## config.mk

```make
export PLATFORM = sky130hd
export DESIGN_NAME = bitmask_dictionary_code_decompressor_core
export DESIGN_NICKNAME = d
export VERILOG_FILES = /design/src/hdl/bdc_pkg.sv /design/src/hdl/bdc_front.sv /design/src/hdl/bdc_queue.sv /design/src/hdl/bdc_back.sv /design/src/hdl/bitmask_dictionary_code_decompressor_core.sv
export SDC_FILE = /design/constraint.sdc
export NUM_CORES = 1
export LEC_CHECK = 0
export ABC_AREA = 1
export BUFFER_PORTS_ARGS = -buffer_cell sky130_fd_sc_hd__buf_2
export CORE_ASPECT_RATIO = 0.8
export CORE_MARGIN = 2
export CORE_UTILIZATION = 60
export CTS_BUF_LIST = sky130_fd_sc_hd__clkbuf_8
export DETAILED_ROUTE_END_ITERATION = 12
export MAX_ROUTING_LAYER = met4
export PLACE_DENSITY = 0.77
export SYNTH_ARGS = -nofsm -noshare
export SYNTH_HDL_FRONTEND = slang
export SYNTH_SLANG_ARGS = --single-unit
```

## constraint.sdc

```tcl
create_clock -name clk -period 6.7 [get_ports clk]
set_input_delay 1.005 -clock clk [delete_from_list [all_inputs] [get_ports clk]]
set_output_delay 1.005 -clock clk [all_outputs]
set_load 0.01 [all_outputs]
```

## src/hdl/bdc_pkg.sv

```systemverilog
// Package for the bitmask dictionary code decompressor.
// Holds the word types, the command passed from parser to emitter and shared constants.
// No dependencies.
package bdc_pkg;

    localparam int WORD_BITS    = 32;
    localparam int DICT_ENTRIES = 8;
    localparam int IDX_BITS     = 3;
    localparam int CFG_IDX_BITS = 4;
    localparam int QUEUE_DEPTH  = 4;

    // Emitter modes carried by each command.
    localparam logic [1:0] MODE_DICT   = 2'd0;
    localparam logic [1:0] MODE_RAW    = 2'd1;
    localparam logic [1:0] MODE_REPEAT = 2'd2;

    typedef struct packed {
        logic [WORD_BITS-1:0] compressed_word;
        logic                 final_word;
    } in_t;

    typedef struct packed {
        logic [WORD_BITS-1:0] decoded_word;
        logic                 run_last;
    } out_t;

    // One classified code: dictionary index with XOR pattern, a raw word or a repeat.
    typedef struct packed {
        logic [1:0]           mode;
        logic [IDX_BITS-1:0]  idx;
        logic [WORD_BITS-1:0] data;
        logic [1:0]           count;
        logic                 last;
    } cmd_t;

endpackage

```

## src/hdl/bdc_front.sv

```systemverilog
// Stream parser: splits packed stream words into codes, one code a cycle unless stalled.
// Depends on bdc_pkg for the input word and command types.
module bdc_front
(
    input  logic         clk,
    input  logic         rst_n,
    input  logic         in_valid,
    output logic         in_ready,
    input  bdc_pkg::in_t in_data,
    output logic         cmd_valid,
    input  logic         cmd_ready,
    output bdc_pkg::cmd_t cmd_data
);

    localparam int BUF_BITS = 66;
    localparam int LOOK_BITS = 35;
    localparam logic [2:0] PREFIX_REPEAT = 3'd0;
    localparam logic [2:0] PREFIX_MASK   = 3'd1;
    localparam logic [2:0] PREFIX_FLIP1  = 3'd2;
    localparam logic [2:0] PREFIX_FLIP2  = 3'd3;
    localparam logic [2:0] PREFIX_FLIPS  = 3'd4;
    localparam logic [2:0] PREFIX_DIRECT = 3'd5;
    localparam logic [2:0] PREFIX_RAW    = 3'd6;
    localparam logic [2:0] PREFIX_PAD    = 3'd7;
    localparam logic [6:0] PREFIX_LEN    = 7'd3;
    localparam logic [31:0] TOP_BIT      = 32'h8000_0000;
    localparam logic [31:0] TOP_PAIR     = 32'hC000_0000;

    typedef struct packed {
        logic          ok;
        logic          pad;
        logic [5:0]    len;
        bdc_pkg::cmd_t cmd;
    } dec_t;

    // Classify the code at the top of the buffer, given how many bits are held.
    function automatic dec_t decode(input logic [LOOK_BITS-1:0] t, input logic [6:0] a);
        dec_t       d;
        logic [2:0] pre;
        pre = t[34:32];
        d.cmd = '0;
        d.len = 6'd0;
        case (pre)
            PREFIX_REPEAT:
            begin
                d.len = 6'd5;
                d.cmd.mode = bdc_pkg::MODE_REPEAT;
                d.cmd.count = t[31:30];
            end
            PREFIX_MASK:
            begin
                d.len = 6'd15;
                d.cmd.mode = bdc_pkg::MODE_DICT;
                d.cmd.idx = t[22:20];
                d.cmd.data = {t[26:23], 28'd0} >> t[31:27];
            end
            PREFIX_FLIP1:
            begin
                d.len = 6'd11;
                d.cmd.mode = bdc_pkg::MODE_DICT;
                d.cmd.idx = t[26:24];
                d.cmd.data = TOP_BIT >> t[31:27];
            end
            PREFIX_FLIP2:
            begin
                d.len = 6'd11;
                d.cmd.mode = bdc_pkg::MODE_DICT;
                d.cmd.idx = t[26:24];
                d.cmd.data = TOP_PAIR >> t[31:27];
            end
            PREFIX_FLIPS:
            begin
                d.len = 6'd16;
                d.cmd.mode = bdc_pkg::MODE_DICT;
                d.cmd.idx = t[21:19];
                d.cmd.data = (TOP_BIT >> t[31:27]) | (TOP_BIT >> t[26:22]);
            end
            PREFIX_DIRECT:
            begin
                d.len = 6'd6;
                d.cmd.mode = bdc_pkg::MODE_DICT;
                d.cmd.idx = t[31:29];
            end
            PREFIX_RAW:
            begin
                d.len = 6'd35;
                d.cmd.mode = bdc_pkg::MODE_RAW;
                d.cmd.data = t[31:0];
            end
            default:
            begin
                d.len = 6'd0;
            end
        endcase
        d.pad = (a >= PREFIX_LEN) && (pre == PREFIX_PAD);
        d.ok  = (a >= PREFIX_LEN) && (pre != PREFIX_PAD) && ({1'b0, d.len} <= a);
        return d;
    endfunction

    logic [BUF_BITS-1:0] buf_reg, buf_next;
    logic [6:0]          avail_reg, avail_next;
    logic                fin_reg, fin_next;
    logic                busy_reg, busy_next;

    dec_t                cur, nxt;
    logic [BUF_BITS-1:0] shift_buf;
    logic [6:0]          shift_avail;

    // Current code and the one behind it, so the last code of a word is known early.
    always_comb
    begin
        cur         = decode(buf_reg[BUF_BITS-1 -: LOOK_BITS], avail_reg);
        shift_buf   = buf_reg << cur.len;
        shift_avail = avail_reg - {1'b0, cur.len};
        nxt         = decode(shift_buf[BUF_BITS-1 -: LOOK_BITS], shift_avail);
    end

    assign in_ready  = !busy_reg;
    assign cmd_valid = busy_reg && cur.ok;

    always_comb
    begin
        cmd_data      = cur.cmd;
        cmd_data.last = !nxt.ok;
    end

    // Accept a word, then step through its codes; padding or the final word drops the rest.
    always_comb
    begin
        buf_next   = buf_reg;
        avail_next = avail_reg;
        fin_next   = fin_reg;
        busy_next  = busy_reg;
        if (!busy_reg)
        begin
            if (in_valid)
            begin
                buf_next   = buf_reg
                           | ({in_data.compressed_word, 34'd0} >> avail_reg);
                avail_next = avail_reg + 7'd32;
                fin_next   = in_data.final_word;
                busy_next  = 1'b1;
            end
        end
        else if (!cur.ok)
        begin
            busy_next = 1'b0;
            if (fin_reg || cur.pad)
            begin
                buf_next   = '0;
                avail_next = 7'd0;
            end
        end
        else if (cmd_ready)
        begin
            buf_next   = shift_buf;
            avail_next = shift_avail;
            if (!nxt.ok)
            begin
                busy_next = 1'b0;
                if (fin_reg || nxt.pad)
                begin
                    buf_next   = '0;
                    avail_next = 7'd0;
                end
            end
        end
    end

    always_ff @(posedge clk or negedge rst_n)
    begin
        if (!rst_n)
        begin
            buf_reg   <= '0;
            avail_reg <= 7'd0;
            fin_reg   <= 1'b0;
            busy_reg  <= 1'b0;
        end
        else
        begin
            buf_reg   <= buf_next;
            avail_reg <= avail_next;
            fin_reg   <= fin_next;
            busy_reg  <= busy_next;
        end
    end

endmodule

```

## src/hdl/bdc_queue.sv

```systemverilog
// Short command queue between the parser and the emitter.
// Depends on bdc_pkg for the command type.
module bdc_queue
#(
    parameter int DEPTH = bdc_pkg::QUEUE_DEPTH
)
(
    input  logic          clk,
    input  logic          rst_n,
    input  logic          push_valid,
    output logic          push_ready,
    input  bdc_pkg::cmd_t push_data,
    output logic          pop_valid,
    input  logic          pop_ready,
    output bdc_pkg::cmd_t pop_data
);

    localparam int PTR_BITS = (DEPTH > 1) ? $clog2(DEPTH) : 1;
    localparam int CNT_BITS = $clog2(DEPTH + 1);
    localparam logic [PTR_BITS-1:0] LAST_PTR = PTR_BITS'(DEPTH - 1);
    localparam logic [CNT_BITS-1:0] FULL_CNT = CNT_BITS'(DEPTH);

    bdc_pkg::cmd_t       slot_reg [DEPTH];
    logic [PTR_BITS-1:0] wr_ptr_reg, wr_ptr_next;
    logic [PTR_BITS-1:0] rd_ptr_reg, rd_ptr_next;
    logic [CNT_BITS-1:0] cnt_reg, cnt_next;
    logic                do_push, do_pop;

    assign push_ready = (cnt_reg != FULL_CNT);
    assign pop_valid  = (cnt_reg != '0);
    assign pop_data   = slot_reg[rd_ptr_reg];
    assign do_push    = push_valid && push_ready;
    assign do_pop     = pop_valid && pop_ready;

    // Pointer wrap and fill count.
    always_comb
    begin
        wr_ptr_next = wr_ptr_reg;
        rd_ptr_next = rd_ptr_reg;
        cnt_next    = cnt_reg;
        if (do_push)
        begin
            wr_ptr_next = (wr_ptr_reg == LAST_PTR) ? '0 : wr_ptr_reg + 1'b1;
        end
        if (do_pop)
        begin
            rd_ptr_next = (rd_ptr_reg == LAST_PTR) ? '0 : rd_ptr_reg + 1'b1;
        end
        if (do_push && !do_pop)
        begin
            cnt_next = cnt_reg + 1'b1;
        end
        else if (do_pop && !do_push)
        begin
            cnt_next = cnt_reg - 1'b1;
        end
    end

    always_ff @(posedge clk or negedge rst_n)
    begin
        if (!rst_n)
        begin
            wr_ptr_reg <= '0;
            rd_ptr_reg <= '0;
            cnt_reg    <= '0;
        end
        else
        begin
            wr_ptr_reg <= wr_ptr_next;
            rd_ptr_reg <= rd_ptr_next;
            cnt_reg    <= cnt_next;
        end
    end

    // Slot storage needs no reset.
    always_ff @(posedge clk)
    begin
        if (do_push)
        begin
            slot_reg[wr_ptr_reg] <= push_data;
        end
    end

endmodule

```

## src/hdl/bdc_back.sv

```systemverilog
// Word emitter: holds the dictionary and the previous word, turns commands into words.
// Depends on bdc_pkg for the command and output word types.
module bdc_back
(
    input  logic                                 clk,
    input  logic                                 rst_n,
    input  logic                                 cfg_we,
    input  logic [bdc_pkg::CFG_IDX_BITS-1:0]     cfg_index,
    input  logic [bdc_pkg::WORD_BITS-1:0]        cfg_data,
    input  logic                                 cmd_valid,
    output logic                                 cmd_ready,
    input  bdc_pkg::cmd_t                        cmd_data,
    output logic                                 out_valid,
    input  logic                                 out_ready,
    output bdc_pkg::out_t                        out_data
);

    logic [bdc_pkg::WORD_BITS-1:0] dict_reg [bdc_pkg::DICT_ENTRIES];
    logic [bdc_pkg::WORD_BITS-1:0] prev_reg, prev_next;
    logic [1:0]                    rep_reg, rep_next;
    logic                          out_valid_reg, out_valid_next;
    bdc_pkg::out_t                 out_reg, out_next;

    logic                          load;
    logic                          rep_done;
    logic [bdc_pkg::WORD_BITS-1:0] result;

    assign out_valid = out_valid_reg;
    assign out_data  = out_reg;

    // A word moves into the output register whenever it is empty or being taken.
    assign load      = cmd_valid && (!out_valid_reg || out_ready);
    assign rep_done  = (cmd_data.mode != bdc_pkg::MODE_REPEAT) || (rep_reg == cmd_data.count);
    assign cmd_ready = load && rep_done;

    always_comb
    begin
        case (cmd_data.mode)
            bdc_pkg::MODE_RAW:    result = cmd_data.data;
            bdc_pkg::MODE_REPEAT: result = prev_reg;
            default:              result = dict_reg[cmd_data.idx] ^ cmd_data.data;
        endcase
    end

    // Output register, repeat counter and previous word.
    always_comb
    begin
        out_valid_next = out_valid_reg;
        out_next       = out_reg;
        prev_next      = prev_reg;
        rep_next       = rep_reg;
        if (out_valid_reg && out_ready)
        begin
            out_valid_next = 1'b0;
        end
        if (load)
        begin
            out_valid_next        = 1'b1;
            out_next.decoded_word = result;
            out_next.run_last     = cmd_data.last && rep_done;
            prev_next             = result;
            rep_next              = rep_done ? 2'd0 : rep_reg + 2'd1;
        end
    end

    always_ff @(posedge clk or negedge rst_n)
    begin
        if (!rst_n)
        begin
            out_valid_reg <= 1'b0;
            prev_reg      <= '0;
            rep_reg       <= 2'd0;
        end
        else
        begin
            out_valid_reg <= out_valid_next;
            prev_reg      <= prev_next;
            rep_reg       <= rep_next;
        end
    end

    always_ff @(posedge clk)
    begin
        out_reg <= out_next;
    end

    // Dictionary words; writes beyond the last entry are ignored.
    always_ff @(posedge clk or negedge rst_n)
    begin
        if (!rst_n)
        begin
            for (int i = 0; i < bdc_pkg::DICT_ENTRIES; i++)
            begin
                dict_reg[i] <= '0;
            end
        end
        else if (cfg_we && (cfg_index < bdc_pkg::CFG_IDX_BITS'(bdc_pkg::DICT_ENTRIES)))
        begin
            dict_reg[cfg_index[bdc_pkg::IDX_BITS-1:0]] <= cfg_data;
        end
    end

endmodule

```

## src/hdl/bitmask_dictionary_code_decompressor_core.sv

```systemverilog
// Top level of the bitmask dictionary code decompressor.
// Depends on bdc_pkg, bdc_front, bdc_queue and bdc_back.
//
// Channel   Signals                        Moves
// in        in_valid, in_ready, in_data     one packed stream word per handshake
// out       out_valid, out_ready, out_data  one decoded word per handshake
// cfg       cfg_we, cfg_index, cfg_data     one dictionary word per write
//
// The parser accepts a word, then steps through the codes in it one by one, holding
// in_ready low until it is through with the word, so it takes no new word meanwhile.
// The emitter gives one word per cycle unless stalled; a repeat gives one to four words.
// Reset clears the held stream bits, the previous word and the dictionary at once.
// The command queue lets the parser run ahead while the output side is stalled.
module bitmask_dictionary_code_decompressor_core
#(
    parameter int QUEUE_DEPTH = bdc_pkg::QUEUE_DEPTH
)
(
    input  logic                             clk,
    input  logic                             rst_n,
    input  logic                             in_valid,
    output logic                             in_ready,
    input  bdc_pkg::in_t                     in_data,
    output logic                             out_valid,
    input  logic                             out_ready,
    output bdc_pkg::out_t                    out_data,
    input  logic                             cfg_we,
    input  logic [bdc_pkg::CFG_IDX_BITS-1:0] cfg_index,
    input  logic [bdc_pkg::WORD_BITS-1:0]    cfg_data
);

    logic          fq_valid, fq_ready;
    bdc_pkg::cmd_t fq_data;
    logic          qb_valid, qb_ready;
    bdc_pkg::cmd_t qb_data;

    // Parser front.
    bdc_front u_front
    (
        .clk       (clk),
        .rst_n     (rst_n),
        .in_valid  (in_valid),
        .in_ready  (in_ready),
        .in_data   (in_data),
        .cmd_valid (fq_valid),
        .cmd_ready (fq_ready),
        .cmd_data  (fq_data)
    );

    // Command queue.
    bdc_queue #(.DEPTH(QUEUE_DEPTH)) u_queue
    (
        .clk        (clk),
        .rst_n      (rst_n),
        .push_valid (fq_valid),
        .push_ready (fq_ready),
        .push_data  (fq_data),
        .pop_valid  (qb_valid),
        .pop_ready  (qb_ready),
        .pop_data   (qb_data)
    );

    // Emitter back.
    bdc_back u_back
    (
        .clk       (clk),
        .rst_n     (rst_n),
        .cfg_we    (cfg_we),
        .cfg_index (cfg_index),
        .cfg_data  (cfg_data),
        .cmd_valid (qb_valid),
        .cmd_ready (qb_ready),
        .cmd_data  (qb_data),
        .out_valid (out_valid),
        .out_ready (out_ready),
        .out_data  (out_data)
    );

endmodule

```

==> run_results.csv <==
group,metric,value,unit
route,initialDrtViolationCount,5114,
global_route,grt_max_degree,171,
sta,timing.final.crit_share,0.917,
logic_synthesis,seq_area_frac_synth,0.453,
sta,setup_viol,0,
clock_tree,cts.sinks,566,
job,drv_cap,0,
worst_setup_path,cp-end-kind,"flip-flop",
floorplanning,core-area,55100,sq um
sta,worstMarginPinSlew,1.35,ns
sta,hold_viol,0,
sta,skew,0.0615,ns
clock_tree,cts_tree,"built",
clock_tree,root_buffer,"clkbuf_8",
global_route,grt_pass1_vias,28900,
clock_tree,cts.clk_slew.worst_paths,0.07,ns
cells_and_area,nNetsFinal,4554,
clock_tree,cts.path.max_buffers,3,
route,vias_per_cell,6.16,
global_route,use_met2,0.510,
global_route,grtUsageMet3,0.134,
logic_synthesis,yosysWarnings,0,
cells_and_area,fillCellCount,4954,
worst_setup_path,ff2ff_setup_slack,0.56,ns
clock_tree,postCtsSetupBuffers,0,
global_route,gr-max-usage-layer,"met1",
logic_synthesis,avgSynthCellArea,7.43,sq um
sta,fmax,163,MHz
cells_and_area,final_cell_mix,"1,452 x nand2_1, 578 x o21ai_0, 372 x dfrtp_1",
worst_setup_path,path_class,"flip-flop to flip-flop",
route,vias,32500,
sta,slew-limit-headroom,0.102,
cells_and_area,final_core_util,0.653,
cells_and_area,drive_above_1_share,0.0828,
clock_tree,ctsHoldBuffers,0,
global_route,antenna_found_initial,3,
worst_hold_path,hp-class,"input port to asynchronous set/reset pin",
global_route,grtUsageMet1,0.628,
cells_and_area,multiInputGateArea,15700,sq um
cells_and_area,largest_register_ffs,256,
global_route,track_usage,0.405,
logic_synthesis,ys_seq_elements,566,
route,wl_per_cell,21.5,um
logic_synthesis,synthCells,4488,
clock_tree,cts_buffers,91,
floorplanning,die_w,268,um
route,drt-total-wl,113000,um
placed_design,place_congestion,1.05,
cells_and_area,syn_to_final_growth,7.84,%
worst_setup_path,timing.rr.start,"u_front.buf_reg[65]",
clock_tree,htreeDepth,3,
global_route,grt-ovfl-total,0,
logic_synthesis,syn_nets,4586,
worst_setup_path,worst_ep_required_time,7.29,ns
global_route,grt_pass1_wl,174000,um
sta,rsz0062_at_grt,"false",
worst_setup_path,regToRegEndpoint,"u_front.avail_reg[3]",
sta,min_period,6.14,ns
worst_setup_path,path_max_fanout,64,
cells_and_area,final_common_cell,"nand2_1",
logic_synthesis,yosys.cell_types.count,62,
worst_setup_path,cp.arrival,6.73,ns
route,drtPass1Iterations,7,
cells_and_area,ff_latch_area,15100,sq um
worst_setup_path,start_kind,"flip-flop",
placed_design,dpl.hpwl,76000,um
worst_setup_path,r2r_cells,25,
placed_design,io_buffer_count,108,
route,drc,0,
floorplanning,fp-row-count,77,
route,antenna_left,0,
floorplanning,start_util,0.606,
floorplanning,io-pin-count,109,
logic_synthesis,syn_area,33400,sq um
status,outcome,"finished clean",
sta,fin_tns_setup,0,ns
clock_tree,post_cts_resized,0,
floorplanning,die_area,57500,sq um
clock_tree,clock_latency,0.73,ns
sta,drv_slew,0,
floorplanning,die_h,215,um
==> layout make-up <==
cell class | instances | area share
multi-input cells | 3292 | 0.436
flip-flops and latches | 566 | 0.420
clock buffers | 109 | 0.0417
inverters | 329 | 0.0345
repair buffers | 176 | 0.0312
well taps | 750 | 0.0261
clock inverters | 59 | 0.0105
diodes | 1 | 0.0000695
==> synth_stat cells (all sizes together) <==
| master | instances | area, sq um |
|---|---|---|
| o2111ai | 9 | 78.8 |
| a22o | 1 | 8.76 |
| mux2 | 1 | 11.3 |
| o311ai | 1 | 8.76 |
| a22oi | 27 | 203 |
| o22ai | 23 | 150 |
| nand2 | 1469 | 5570 |
| o21bai | 2 | 15.0 |
| a211oi | 5 | 37.5 |
| o221ai | 24 | 210 |
| xor2 | 8 | 70.1 |
| nand4 | 17 | 106 |
| mux2i | 13 | 134 |
| buf | 111 | 707 |
| o31ai | 3 | 22.5 |
| a21oi | 213 | 1070 |
| o21a | 6 | 45.0 |
| a221oi | 1 | 8.76 |
| nor4 | 6 | 37.5 |
| a311oi | 1 | 8.76 |
| edfxtp | 193 | 5800 |
| inv | 322 | 1210 |
| fa | 2 | 40.0 |
| o211ai | 55 | 423 |
| dfrtp | 373 | 9330 |
| a32oi | 5 | 51.3 |
| nor3 | 11 | 60.1 |
| and2 | 3 | 18.8 |
| o21ai | 657 | 3310 |
| clkbuf | 190 | 714 |
| xnor2 | 15 | 131 |
| clkinv | 7 | 26.3 |
| a21boi | 34 | 255 |
| nor2 | 257 | 1000 |
| ha | 22 | 275 |
| a32o | 32 | 320 |
| nand3 | 344 | 1740 |
| or2 | 13 | 81.3 |
| a31oi | 12 | 75.1 |
==> how the worst max path moves through the flow <==
stage / startpoint / endpoint / slack (ns) / depth (start not counted)
floorplan: u_front.buf_reg[63] / u_queue.slot_reg[0][0] / 1.58 / 20
global placement: u_front.buf_reg[65] / u_front.avail_reg[4] / 0.99 / 25
detailed placement: u_front.buf_reg[65] / u_front.avail_reg[1] / 0.96 / 25
CTS: u_front.buf_reg[65] / u_front.avail_reg[3] / 0.90 / 25
global route: u_front.buf_reg[65] / u_front.avail_reg[4] / 0.31 / 25
finish: u_front.buf_reg[65] / u_front.avail_reg[3] / 0.56 / 25
==> per-stage QoR <==
| step | hold slack [ns] | instances | instance area (sq um) | setup slack [ns] |
|---|---|---|---|---|
| 6_report | 0.306 | 5282 | 36000 | 0.556 |
| 5_1_grt | 0.337 | 5282 | 36000 | 0.306 |
| 4_1_cts | 0.327 | 5281 | 36000 | 0.902 |
| 3_5_place_dp | 0.466 | 5113 | 34100 | 0.963 |
| 3_3_place_gp | 0.460 | 5113 | 34100 | 0.992 |
| 2_1_floorplan | 0.446 | 4488 | 33400 | 1.58 |
==> routing by layer <==
metal	wire, um	part of all wire
met1	50900	0.45
met2	44000	0.39
met3	16400	0.14
met4	2220	0.020
met5	0	0
==> worst max-delay path, cell delays in order, from the launching register on <==
cell      delay, ns
dfrtp_1        0.92
nand2_2        0.31
nand2_2        0.60
inv_2          0.51
nand3_1        0.28
nand3_1        0.10
nand2_1        0.18
nand4_1        0.12
nand2_2        0.24
inv_1          0.12
o21ai_0        0.15
o21ai_0        0.11
ha_1           0.31
nand2_1        0.08
nor2_1         0.04
a211oi_1       0.19
o21ai_0        0.11
nand2_1        0.06
nand2_1        0.04
o311ai_0       0.08
nand2_1        0.09
inv_1          0.08
nand2_2        0.12
nand2_4        0.60
nand2_1        0.31
o22ai_1        0.21
==> cells by family after synthesis <==
kind of cell             after synthesis  synth area share
AO/OA/AOI/OAI                       1111             0.189
adder cells (fa/ha/maj)               24           0.00945
buffers and inverters                630            0.0798
XOR/XNOR                              23           0.00604
multiplexers                          14           0.00435
AND/OR/NAND/NOR                     2120             0.258
flip-flops                           566             0.453
Power is not shown: default switching activity piles up to over one toggle a cycle in this logic, so the estimate is an artifact.
